## src/rtl/core/sync_framed_command_deframer_macros.svh

```systemverilog
// Assertion macros shared by the deframer RTL.
// SFCD_ASSERT checks a same-cycle implication and SFCD_ASSERT_NXT checks
// a next-cycle implication. Both are sampled on clk and switched off
// while rst is high.
`ifndef SYNC_FRAMED_COMMAND_DEFRAMER_MACROS_SVH
`define SYNC_FRAMED_COMMAND_DEFRAMER_MACROS_SVH

`ifndef NO_ASSERTIONS

`define SFCD_ASSERT(label, ante, cons) \
  label: assert property (@(posedge clk) disable iff (rst) (ante) |-> (cons)) \
    else $error("deframer assertion failed");

`define SFCD_ASSERT_NXT(label, ante, cons) \
  label: assert property (@(posedge clk) disable iff (rst) (ante) |=> (cons)) \
    else $error("deframer assertion failed");

`else

`define SFCD_ASSERT(label, ante, cons)

`define SFCD_ASSERT_NXT(label, ante, cons)

`endif

`endif

```

## src/rtl/core/sfcd_pkg.sv

```systemverilog
package sfcd_pkg;

  typedef enum logic [4:0] {
    PH_HUNT1 = 5'b00001,
    PH_HUNT2 = 5'b00010,
    PH_TYPE  = 5'b00100,
    PH_DATA  = 5'b01000,
    PH_CHECK = 5'b10000
  } phase_t;

  localparam logic [7:0] SYNC_FIRST  = 8'hFF;
  localparam logic [7:0] SYNC_SECOND = 8'hFE;
  localparam logic [7:0] TYPE_MOVE   = 8'hFF;
  localparam logic [7:0] TYPE_SETPOS = 8'hFE;
  localparam logic [7:0] TYPE_ACCEL  = 8'hFD;

  localparam logic [1:0] KIND_MOVE   = 2'd0;
  localparam logic [1:0] KIND_SETPOS = 2'd1;
  localparam logic [1:0] KIND_ACCEL  = 2'd2;

  localparam int         STORE_DEPTH = 24;
  localparam int         IDX_W       = $clog2(STORE_DEPTH);
  localparam logic [4:0] LEN_MOVE    = 5'd16;
  localparam logic [4:0] LEN_SETPOS  = 5'd8;
  localparam logic [4:0] LEN_ACCEL   = 5'd24;

  // One byte handed to the parser.
  typedef struct packed {
    logic       step;
    logic [7:0] data;
  } step_t;

  // One decoded frame.
  typedef struct packed {
    logic [1:0]  kind;
    logic        status;
    logic [31:0] x_target;
    logic [31:0] x_speed;
    logic [31:0] x_accel;
    logic [31:0] y_target;
    logic [31:0] y_speed;
    logic [31:0] y_accel;
  } frame_t;

  function automatic logic [4:0] frame_len(input logic [1:0] kind);
    logic [4:0] len;
    case (kind)
      KIND_MOVE:   len = LEN_MOVE;
      KIND_SETPOS: len = LEN_SETPOS;
      default:     len = LEN_ACCEL;
    endcase
    return len;
  endfunction

endpackage

```

## src/rtl/core/sync_framed_command_deframer.sv

```systemverilog
// Channel  Handshake               Payload
// -------  ----------------------  -------------------------------------------
// in       in_valid / in_ready     rx_byte
// out      out_valid / out_ready   frame_kind, frame_status, x_*, y_* words
//
// One byte is taken every cycle while in_ready is high. A checksum byte
// passes through the input register, and its result is then loaded into
// the result register, from which it is offered on the out channel. rst is
// synchronous and returns the parser to hunting for the first sync byte.
// in_ready falls only when a checksum byte sits in the input register while
// an earlier result is still waiting to be taken.
`include "sync_framed_command_deframer_macros.svh"

module sync_framed_command_deframer
  import sfcd_pkg::*;
(
  input  logic        clk,
  input  logic        rst,
  input  logic        in_valid,
  output logic        in_ready,
  input  logic [7:0]  rx_byte,
  output logic        out_valid,
  input  logic        out_ready,
  output logic [1:0]  frame_kind,
  output logic        frame_status,
  output logic [31:0] x_target,
  output logic [31:0] x_speed,
  output logic [31:0] x_accel,
  output logic [31:0] y_target,
  output logic [31:0] y_speed,
  output logic [31:0] y_accel
);

  logic   vld_q;
  logic [7:0] byte_q;
  logic   stall;
  logic   at_check;
  step_t  st;
  frame_t frame, frame_q;

  // Only the checksum byte produces a result, so only it must wait for a
  // full result register to drain; every other byte passes straight on.
  assign stall    = vld_q && at_check && out_valid && !out_ready;
  assign in_ready = !stall;
  assign st       = '{step: vld_q && !stall, data: byte_q};

  always_ff @(posedge clk) begin
    if (rst) begin
      vld_q <= 1'b0;
    end else if (in_ready) begin
      vld_q <= in_valid;
    end
  end

  always_ff @(posedge clk) begin
    if (in_valid && in_ready) begin
      byte_q <= rx_byte;
    end
  end

  sfcd_parser u_parser (
    .clk      (clk),
    .rst      (rst),
    .st       (st),
    .at_check (at_check),
    .frame    (frame)
  );

  // Result register: a new frame may load in the same cycle as the old one
  // is taken.
  always_ff @(posedge clk) begin
    if (rst) begin
      out_valid <= 1'b0;
    end else if (st.step && at_check) begin
      out_valid <= 1'b1;
    end else if (out_ready) begin
      out_valid <= 1'b0;
    end
  end

  always_ff @(posedge clk) begin
    if (st.step && at_check) begin
      frame_q <= frame;
    end
  end

  assign frame_kind   = frame_q.kind;
  assign frame_status = frame_q.status;
  assign x_target     = frame_q.x_target;
  assign x_speed      = frame_q.x_speed;
  assign x_accel      = frame_q.x_accel;
  assign y_target     = frame_q.y_target;
  assign y_speed      = frame_q.y_speed;
  assign y_accel      = frame_q.y_accel;

  `SFCD_ASSERT_NXT(a_check_held, stall, vld_q && at_check)
  `SFCD_ASSERT_NXT(a_result_loaded, st.step && at_check, out_valid)
  `SFCD_ASSERT(a_kind_legal, out_valid, frame_kind <= KIND_ACCEL)

endmodule

```

## src/rtl/core/sfcd_parser.sv

```systemverilog
`include "sync_framed_command_deframer_macros.svh"

module sfcd_parser
  import sfcd_pkg::*;
(
  input  logic   clk,
  input  logic   rst,
  input  step_t  st,
  output logic   at_check,
  output frame_t frame
);

  phase_t     phase, phase_next;
  logic [4:0] byte_count, count_next, count_inc;
  logic [7:0] sum_acc, sum_next;
  logic [1:0] kind, kind_next;
  logic       wr_en;
  logic [7:0] store [STORE_DEPTH];
  logic [31:0] word [STORE_DEPTH/4];

  assign count_inc = byte_count + 5'd1;
  assign at_check  = (phase == PH_CHECK);

  always_comb begin
    phase_next = phase;
    count_next = byte_count;
    sum_next   = sum_acc;
    kind_next  = kind;
    wr_en      = 1'b0;
    if (st.step) begin
      unique case (phase)
        PH_HUNT1: begin
          phase_next = (st.data == SYNC_FIRST) ? PH_HUNT2 : PH_HUNT1;
        end
        PH_HUNT2: begin
          // A broken pair swallows the byte; it is not retried as a start.
          phase_next = (st.data == SYNC_SECOND) ? PH_TYPE : PH_HUNT1;
        end
        PH_TYPE: begin
          count_next = 5'd0;
          sum_next   = 8'd0;
          phase_next = PH_DATA;
          if (st.data == TYPE_MOVE) begin
            kind_next = KIND_MOVE;
          end else if (st.data == TYPE_SETPOS) begin
            kind_next = KIND_SETPOS;
          end else if (st.data == TYPE_ACCEL) begin
            kind_next = KIND_ACCEL;
          end else begin
            phase_next = PH_HUNT1;
          end
        end
        PH_DATA: begin
          wr_en      = (byte_count < 5'(STORE_DEPTH));
          sum_next   = sum_acc + st.data;
          count_next = count_inc;
          if (count_inc >= frame_len(kind)) begin
            phase_next = PH_CHECK;
          end
        end
        PH_CHECK: begin
          phase_next = PH_HUNT1;
          count_next = 5'd0;
          sum_next   = 8'd0;
        end
        default: begin
          phase_next = (st.data == SYNC_FIRST) ? PH_HUNT2 : PH_HUNT1;
        end
      endcase
    end
  end

  always_ff @(posedge clk) begin
    if (rst) begin
      phase      <= PH_HUNT1;
      byte_count <= 5'd0;
      sum_acc    <= 8'd0;
      kind       <= KIND_MOVE;
    end else begin
      phase      <= phase_next;
      byte_count <= count_next;
      sum_acc    <= sum_next;
      kind       <= kind_next;
    end
  end

  always_ff @(posedge clk) begin
    if (wr_en) begin
      store[byte_count[IDX_W-1:0]] <= st.data;
    end
  end

  for (genvar w = 0; w < STORE_DEPTH/4; w++) begin : g_word
    assign word[w] = {store[4*w+3], store[4*w+2], store[4*w+1], store[4*w]};
  end

  // Words are placed by frame type; unused fields read as zero.
  always_comb begin
    frame        = '0;
    frame.kind   = kind;
    frame.status = (st.data != sum_acc);
    frame.x_target = word[0];
    case (kind)
      KIND_MOVE: begin
        frame.x_speed  = word[1];
        frame.y_target = word[2];
        frame.y_speed  = word[3];
      end
      KIND_SETPOS: begin
        frame.y_target = word[1];
      end
      default: begin
        frame.x_speed  = word[1];
        frame.x_accel  = word[2];
        frame.y_target = word[3];
        frame.y_speed  = word[4];
        frame.y_accel  = word[5];
      end
    endcase
  end

  `SFCD_ASSERT(a_data_count, phase == PH_DATA, byte_count < frame_len(kind))
  `SFCD_ASSERT(a_hunt_clear, phase == PH_HUNT1, byte_count == 5'd0 && sum_acc == 8'd0)
  `SFCD_ASSERT_NXT(a_check_done, st.step && phase == PH_CHECK, phase == PH_HUNT1)

endmodule

```

## config.mk

```make
export PLATFORM = sky130hd
export DESIGN_NAME = sync_framed_command_deframer
export DESIGN_NICKNAME = d
export VERILOG_FILES = /design/src/rtl/core/sfcd_pkg.sv /design/src/rtl/core/sync_framed_command_deframer.sv /design/src/rtl/core/sfcd_parser.sv
export VERILOG_INCLUDE_DIRS = /design/src /design/src/rtl/core
export SDC_FILE = /design/constraint.sdc
export NUM_CORES = 1
export LEC_CHECK = 0
export ABC_AREA = 1
export BUFFER_PORTS_ARGS = -buffer_cell sky130_fd_sc_hd__buf_2
export CAP_MARGIN = 20
export CORE_ASPECT_RATIO = 1.4
export CORE_UTILIZATION = 47
export DETAILED_ROUTE_END_ITERATION = 12
export PLACE_DENSITY = 0.67
export SETUP_SLACK_MARGIN = 0.5
export SLEW_MARGIN = 5
export SYNTH_ARGS = -nofsm -noshare
export SYNTH_HDL_FRONTEND = slang
export SYNTH_SLANG_ARGS = --single-unit
export TNS_END_PERCENT = 5
```

## constraint.sdc

```tcl
create_clock -name clk -period 15.05 [get_ports clk]
set_input_delay 3.7625 -clock clk [delete_from_list [all_inputs] [get_ports clk]]
set_output_delay 3.7625 -clock clk [all_outputs]
set_load 0.05 [all_outputs]
```

==> results of run 1 <==
layer usage:
layer,track usage (%),routed length (um)
met3,3.04,1590
met2,35.0,16900
met1,22.6,12200
met5,0,0
met4,7.73,998
worst min-delay path by stage:
stage	start	slack, ns	endpoint
after floorplan	u_parser.store[0][0]$_DFFE_PP_	0.40	x_target[0]$_DFFE_PP_
after global placement	u_parser.store[1][3]$_DFFE_PP_	0.40	x_target[11]$_DFFE_PP_
after detailed placement	u_parser.store[2][5]$_DFFE_PP_	0.41	x_target[21]$_DFFE_PP_
after CTS	u_parser.store[1][2]$_DFFE_PP_	0.42	x_target[10]$_DFFE_PP_
after global routing	u_parser.store[1][2]$_DFFE_PP_	0.42	x_target[10]$_DFFE_PP_
final	u_parser.store[1][5]$_DFFE_PP_	0.42	x_target[13]$_DFFE_PP_
critical path: stages:
cell and delay [ns]:
buf_2 0.10, nor2_1 0.29, nand4_1 0.19, buf_2 0.25
final cells by class:
class                           instances  area (um^2)  share of cell area, %
Clock buffer                           53         1080                   6.03
Clock inverter                         14         97.6                  0.544
Inverter                              154          578                   3.22
Multi-Input combinational cell        437         2230                   12.5
Sequential cell                       417        12300                   68.6
Tap cell                              395          494                   2.75
Timing Repair Buffer                  221         1150                   6.42
cell usage after synthesis:
library cell / n / area (um^2)
a21oi_1: 18 / 90.1
a22o_1: 11 / 96.3
a22oi_1: 14 / 105
a31oi_1: 1 / 6.26
and3_2: 1 / 7.51
buf_1: 4 / 15.0
buf_2: 7 / 35.0
buf_6: 2 / 22.5
clkbuf_1: 18 / 67.6
clkinv_1: 1 / 3.75
dfxtp_1: 22 / 440
edfxtp_1: 395 / 11900
fa_1: 1 / 20.0
ha_1: 14 / 175
inv_1: 151 / 567
inv_2: 2 / 7.51
nand2_1: 174 / 653
nand2_2: 2 / 12.5
nand3_1: 25 / 125
nand3_2: 2 / 20.0
nand3b_1: 5 / 37.5
nand4_1: 5 / 31.3
nor2_1: 92 / 345
nor2_2: 2 / 12.5
nor2_4: 4 / 45.0
nor3_1: 2 / 10.0
nor4_1: 1 / 6.26
o21ai_0: 37 / 185
o21bai_4: 1 / 18.8
o221ai_1: 18 / 158
or2_2: 1 / 6.26
xnor2_1: 1 / 8.76
xor2_1: 5 / 43.8
through the flow:
stage / utilization, % / hold WS [ns] / instances / instance area (um^2)
after floorplan: - / 0.400 / 1039 / 15200
after global placement: 52.7 / 0.400 / 1624 / 16800
after detailed placement: 52.7 / 0.405 / 1624 / 16800
after CTS: 56.4 / 0.419 / 1691 / 17900
after global routing: 56.4 / 0.425 / 1691 / 17900
final: 56.4 / 0.419 / 1691 / 17900
sequential cells by signal (all words and copies together) (netlist names):
register,count
out_valid,1
x_accel,32
x_speed,32
frame_kind,2
y_target,32
vld_q,1
u_parser.kind,2
y_accel,32
byte_q,8
u_parser.store,192
u_parser.byte_count,5
frame_status,1
u_parser.phase,5
x_target,32
y_speed,32
u_parser.sum_acc,8
placed cells by master (no fill, tap or decap), types with 2 or more instances in the layout:
master	synthesis	routed
a21oi_1	18	18
a22o_1	11	11
a22oi_1	14	14
buf_2	7	208
buf_4	0	12
clkbuf_1	18	11
clkbuf_16	0	41
clkinv_1	1	7
clkinv_2	0	5
dfxtp_1	22	21
edfxtp_1	395	395
ha_1	14	14
inv_1	151	151
inv_2	2	2
nand2_1	174	174
nand2_2	2	2
nand3_1	25	25
nand3_2	2	2
nand3b_1	5	5
nand4_1	5	5
nor2_1	92	90
nor2_2	2	2
nor2_4	4	6
nor3_1	2	2
o21ai_0	37	37
o221ai_1	18	18
xor2_1	5	5
kinds of logic after synthesis:
kind of cell,Yosys count,synth area share [%]
adder cells (fa/ha/maj),15,1.28
AND/OR/NAND/NOR,316,8.61
buffers and inverters,185,4.71
XOR/XNOR,6,0.345
flip-flops,417,80.7
AO/OA/AOI/OAI,100,4.33
where the power goes:
group | switching [mW] | internal [mW] | total [mW]
Combinational | 0.0323 | 0.00872 | 0.0410
Clock | 0.397 | 0.521 | 0.917
Sequential | 0.00265 | 1.27 | 1.27
Total | 0.431 | 1.80 | 2.23
==> metrics, run 1 <==
chip width=about 150 um; total iterations of the first detailed-routing run=5; unrepaired setup endpoints after global routing=false; Post-Syn Area=between 15000 and 20000 um^2; initial antenna violation count=1; Critical Path RT=11.29 ns; clock tree buffer depth=3; share of cells above drive strength 1=between 20% and 30%; post-synthesis net count=1066; Synth cell types=33; CTS sink count=417; R2R Path Start=u_parser.kind[1]$_SDFFE_PP0P_; endpoints failing setup=0; Overflow after GRT=0; Worst Hold Depth=0; Final min period=8.36 ns; hold-fix buffers at CTS=0; Highest Clock Rate=approximately 120 MHz; Tot Pwr=2.23 mW; drt via density=5.06; Worst Skew=0.0174 ns; Slew headroom=22.4%; Pwr Density=124 nW/um^2; final net count=1297; sequential fraction of the synthesis area=80.7%; via count=8564; Final ANT Viol Nets=0; FF-to-FF setup slack=11.54 ns; Pins Over Slew Limit=0; setup ws final=6.69 ns; # IOs=209; CP Launch Type=input pin; CTS buffer count=39; setup TNS=0 ns; Slew @ Worst Pin=around 1.2 ns; Post-CTS Setup Bufs=0; first-pass GRT wire length=47700 um; # rows=77; Global Route Usage Sum=19.3%; Critical Path AT=4.60 ns; routed wire length=31700 um; cts repair resizes=0; initial core utilization=between 40% and 50%; Max VDD drop=0.0843 mV; Fillers=2534; FF-to-FF End=u_parser.phase[4]$_SDFFE_PP0P_; post-route clock period utilization=55.6%; CP Max Fanout=4; endpoints failing hold=0; IO buf count=208; Synth-to-Final Area Change=17.7%; Synth Warn #=0; vias in the first global route=8506; Mean Syn Cell Area=approximately 15 um^2; Die ar.=33200 um^2; Placement Setup Slack=6.69 ns; min-delay worst type=reg -> reg; htree depth=2; Static Leak=7.14 nW; clk_lat worst skew=0.53 ns; DRC violations left=0; max cap viols=0; initial drt markers=614; R2R depth=11; flops & latches, synth=~420; DP HPWL=19900 um; crit end category=output pin; number of diodes=0; Gate Count Post-Synth=1039; CORE AREA=about 32000 um^2; CTS tree=yes; CTS root buf=clkbuf_16; largest net degree at the start of global routing=between 150 and 200; Clk pin slew, worst setup/hold paths=0.06 ns; Die H=215 um; RD Place Congestion=roughly 0.81; crit path to=in_ready; Setup Crit Path Kind=in -> out; status=complete, no violations; Routed wire per std cell=18.7 um; Setup crit start=out_ready
(Power assumes the default switching activity.)
==> run 2, diff against run 1 <==
Clock period 15.05 ns to 8.2 ns, I/O delays scaled along.
==> run 2 against run 1 <==
- cell area increased by 0.12%
- core utilization increased by 0.067 points
- sequential power increased by 83%
- clock skew decreased by 0.0041 ns
- via count increased by 0.48%
- largest cell class unchanged
- sequential share of layout area decreased by 0.081 points
- total power increased by 85%
- routed wire length increased by 2.5%
- critical endpoint unchanged
- combinational power increased by 82%
- clock power increased by 85%
- worst setup slack got worse by 3.4 ns
- global-route usage increased by 0.52 points
==> metrics, run 2 (synthesized netlist as in run 1, its figures left out) <==
chip width=154 um (unchanged); WHS=0.418 ns (-0.000722 ns); max cap viols=0 (unchanged); CTS sink count=417 (unchanged); # IOs=209 (unchanged); DRC violations left=0 (unchanged); IO buf count=208 (unchanged); via count=8605 (+0.48%); Switching Power=0.803 mW (+86%); CTS tree=yes; initial core utilization=47.9% (unchanged); hold-fix buffers at CTS=0 (unchanged); CORE AREA=31800 um^2 (unchanged); Crit-path slowest cell=nor2_1; DP HPWL=20400 um (+2.6%); Slew @ Worst Pin=1.36 ns (+0.193 ns); Max stage delay on crit path=0.28 ns (about the same); routed wire length=32500 um (+2.5%); Critical Path RT=6.15 ns (-5.14 ns); Net Sw Frac=19.5% (+0.16 points); Max VDD drop=0.133 mV (+58%); Slew headroom=9.49% (-13 points); Pwr Density=229 nW/um^2 (+84%); Die ar.=33200 um^2 (unchanged); worst-path cell chain=buf_2 -> nor2_1 -> nand4_1 -> buf_2; Tot Pwr=4.11 mW (+85%); vias in the first global route=8486 (-0.24%); total iterations of the first detailed-routing run=5 (unchanged); Critical Path AT=2.88 ns (-1.72 ns); endpoints failing setup=0 (unchanged); Pins Over Slew Limit=0 (unchanged); # rows=77 (unchanged); Worst Hold Depth=0 (unchanged); R2R depth=12 (+1); commonest cells after routing, fill and taps aside=395 x edfxtp_1, 208 x buf_2, 174 x nand2_1; clock tree buffer depth=3 (unchanged); Clock Power Share=41.4% (+0.2 points); share of cells above drive strength 1=22.6% (+0.28 points); Static Leak=7.15 nW (+0.12%); number of diodes=0 (unchanged); endpoints failing hold=0 (unchanged); CTS buffer count=39 (unchanged); first-pass GRT wire length=48400 um (+1.5%); setup TNS=0 ns (unchanged); Setup Crit Path Kind=in -> out; Crit path top cell by count=buf_2; initial drt markers=667 (+8.6%); post-route clock period utilization=between 60 and 70%; drt via density=5.10 (+0.66%); htree depth=2 (unchanged); min-delay worst type=reg -> reg; CP Launch Type=input pin; status=complete, no violations; Clk pin slew, worst setup/hold paths=0.06 ns (about the same); hold worst-path end=x_target[14]$_DFFE_PP_; FF-to-FF setup slack=4.94 ns (-6.60 ns); Worst Skew=0.0133 ns (-0.00410 ns); RD Place Congestion=0.818 (+1.3%); unrepaired setup endpoints after global routing=false; largest net degree at the start of global routing=196 (unchanged); Die H=215 um (unchanged); clk_lat worst skew=0.53 ns (about the same); Final min period=4.93 ns; Post-CTS Setup Bufs=0 (unchanged); final net count=1297 (unchanged); Global Route Usage Sum=19.8% (+0.52 points); CTS root buf=clkbuf_16; Worst Hold Launch=u_parser.store[1][6]$_DFFE_PP_; commonest non-fill, non-tap cell in the layout=edfxtp_1; sequential share of power=56.8% (-0.2 points); Int Power=3.31 mW (+84%); Routed wire per std cell=19.2 um (+2.7%); FF-to-FF End=u_parser.phase[4]$_SDFFE_PP0P_; cts repair resizes=0 (unchanged); Overflow after GRT=0 (unchanged); Highest Clock Rate=203 MHz; crit end category=output pin; initial antenna violation count=0 (-1); logic gate share of total power=1.8% (about the same); Synth-to-Final Area Change=17.9%; max reg flops=192 (unchanged); R2R Path Start=u_parser.kind[1]$_SDFFE_PP0P_; CP Max Fanout=4 (unchanged); Final ANT Viol Nets=0 (unchanged)
[run 2: through the flow]
step,utilization [%],setup WS (ns),instance area (um^2),cells
floorplan,-,0.511,15200,1039
global placement,52.7,3.28,16800,1623
detailed placement,52.7,3.26,16800,1623
CTS,56.4,3.25,17900,1687
global route,56.5,3.17,18000,1688
finish,56.5,3.27,18000,1688
[run 2: critical path, delay by kind of cell]
kind                   cells  cell delay, ns
buffers and inverters      2            0.35
and+or+nand+nor            2            0.48
[run 2: final cells by class]
type / instances / area [um^2]
tap: 395 / 494
clock inverter: 21 / 189
timing repair buffer: 221 / 1170
inverter: 154 / 578
multi-input combinational: 437 / 2230
sequential: 417 / 12300
clock buffer: 43 / 991
fill: 2509 / 13800
[run 2: layer usage]
layer / routed length, um / GRT usage (%)
met5: 0 / 0
met4: 877 / 8.13
met3: 1770 / 3.47
met2: 17100 / 34.8
met1: 12700 / 24.0
[run 2: power by group through the flow]
stage	Sequential, mW	Combinational (mW)	Clock [mW]
6_report	2.33	0.0745	1.70
5_1_grt	2.33	0.0816	1.82
4_1_cts	2.34	0.0706	1.74
3_5_place_dp	2.38	0.0705	0
3_3_place_gp	2.38	0.0691	0
2_1_floorplan	2.39	0.0230	0
[run 2: worst max path at each step]
stage                     startpoint                      end  cells after the start
after CTS                  out_ready                 in_ready                      4
after global routing       out_ready                 in_ready                      4
after global placement     out_ready                 in_ready                      4
after floorplan            out_ready  frame_kind[0]$_DFFE_PP_                      2
final                      out_ready                 in_ready                      4
after detailed placement   out_ready                 in_ready                      4
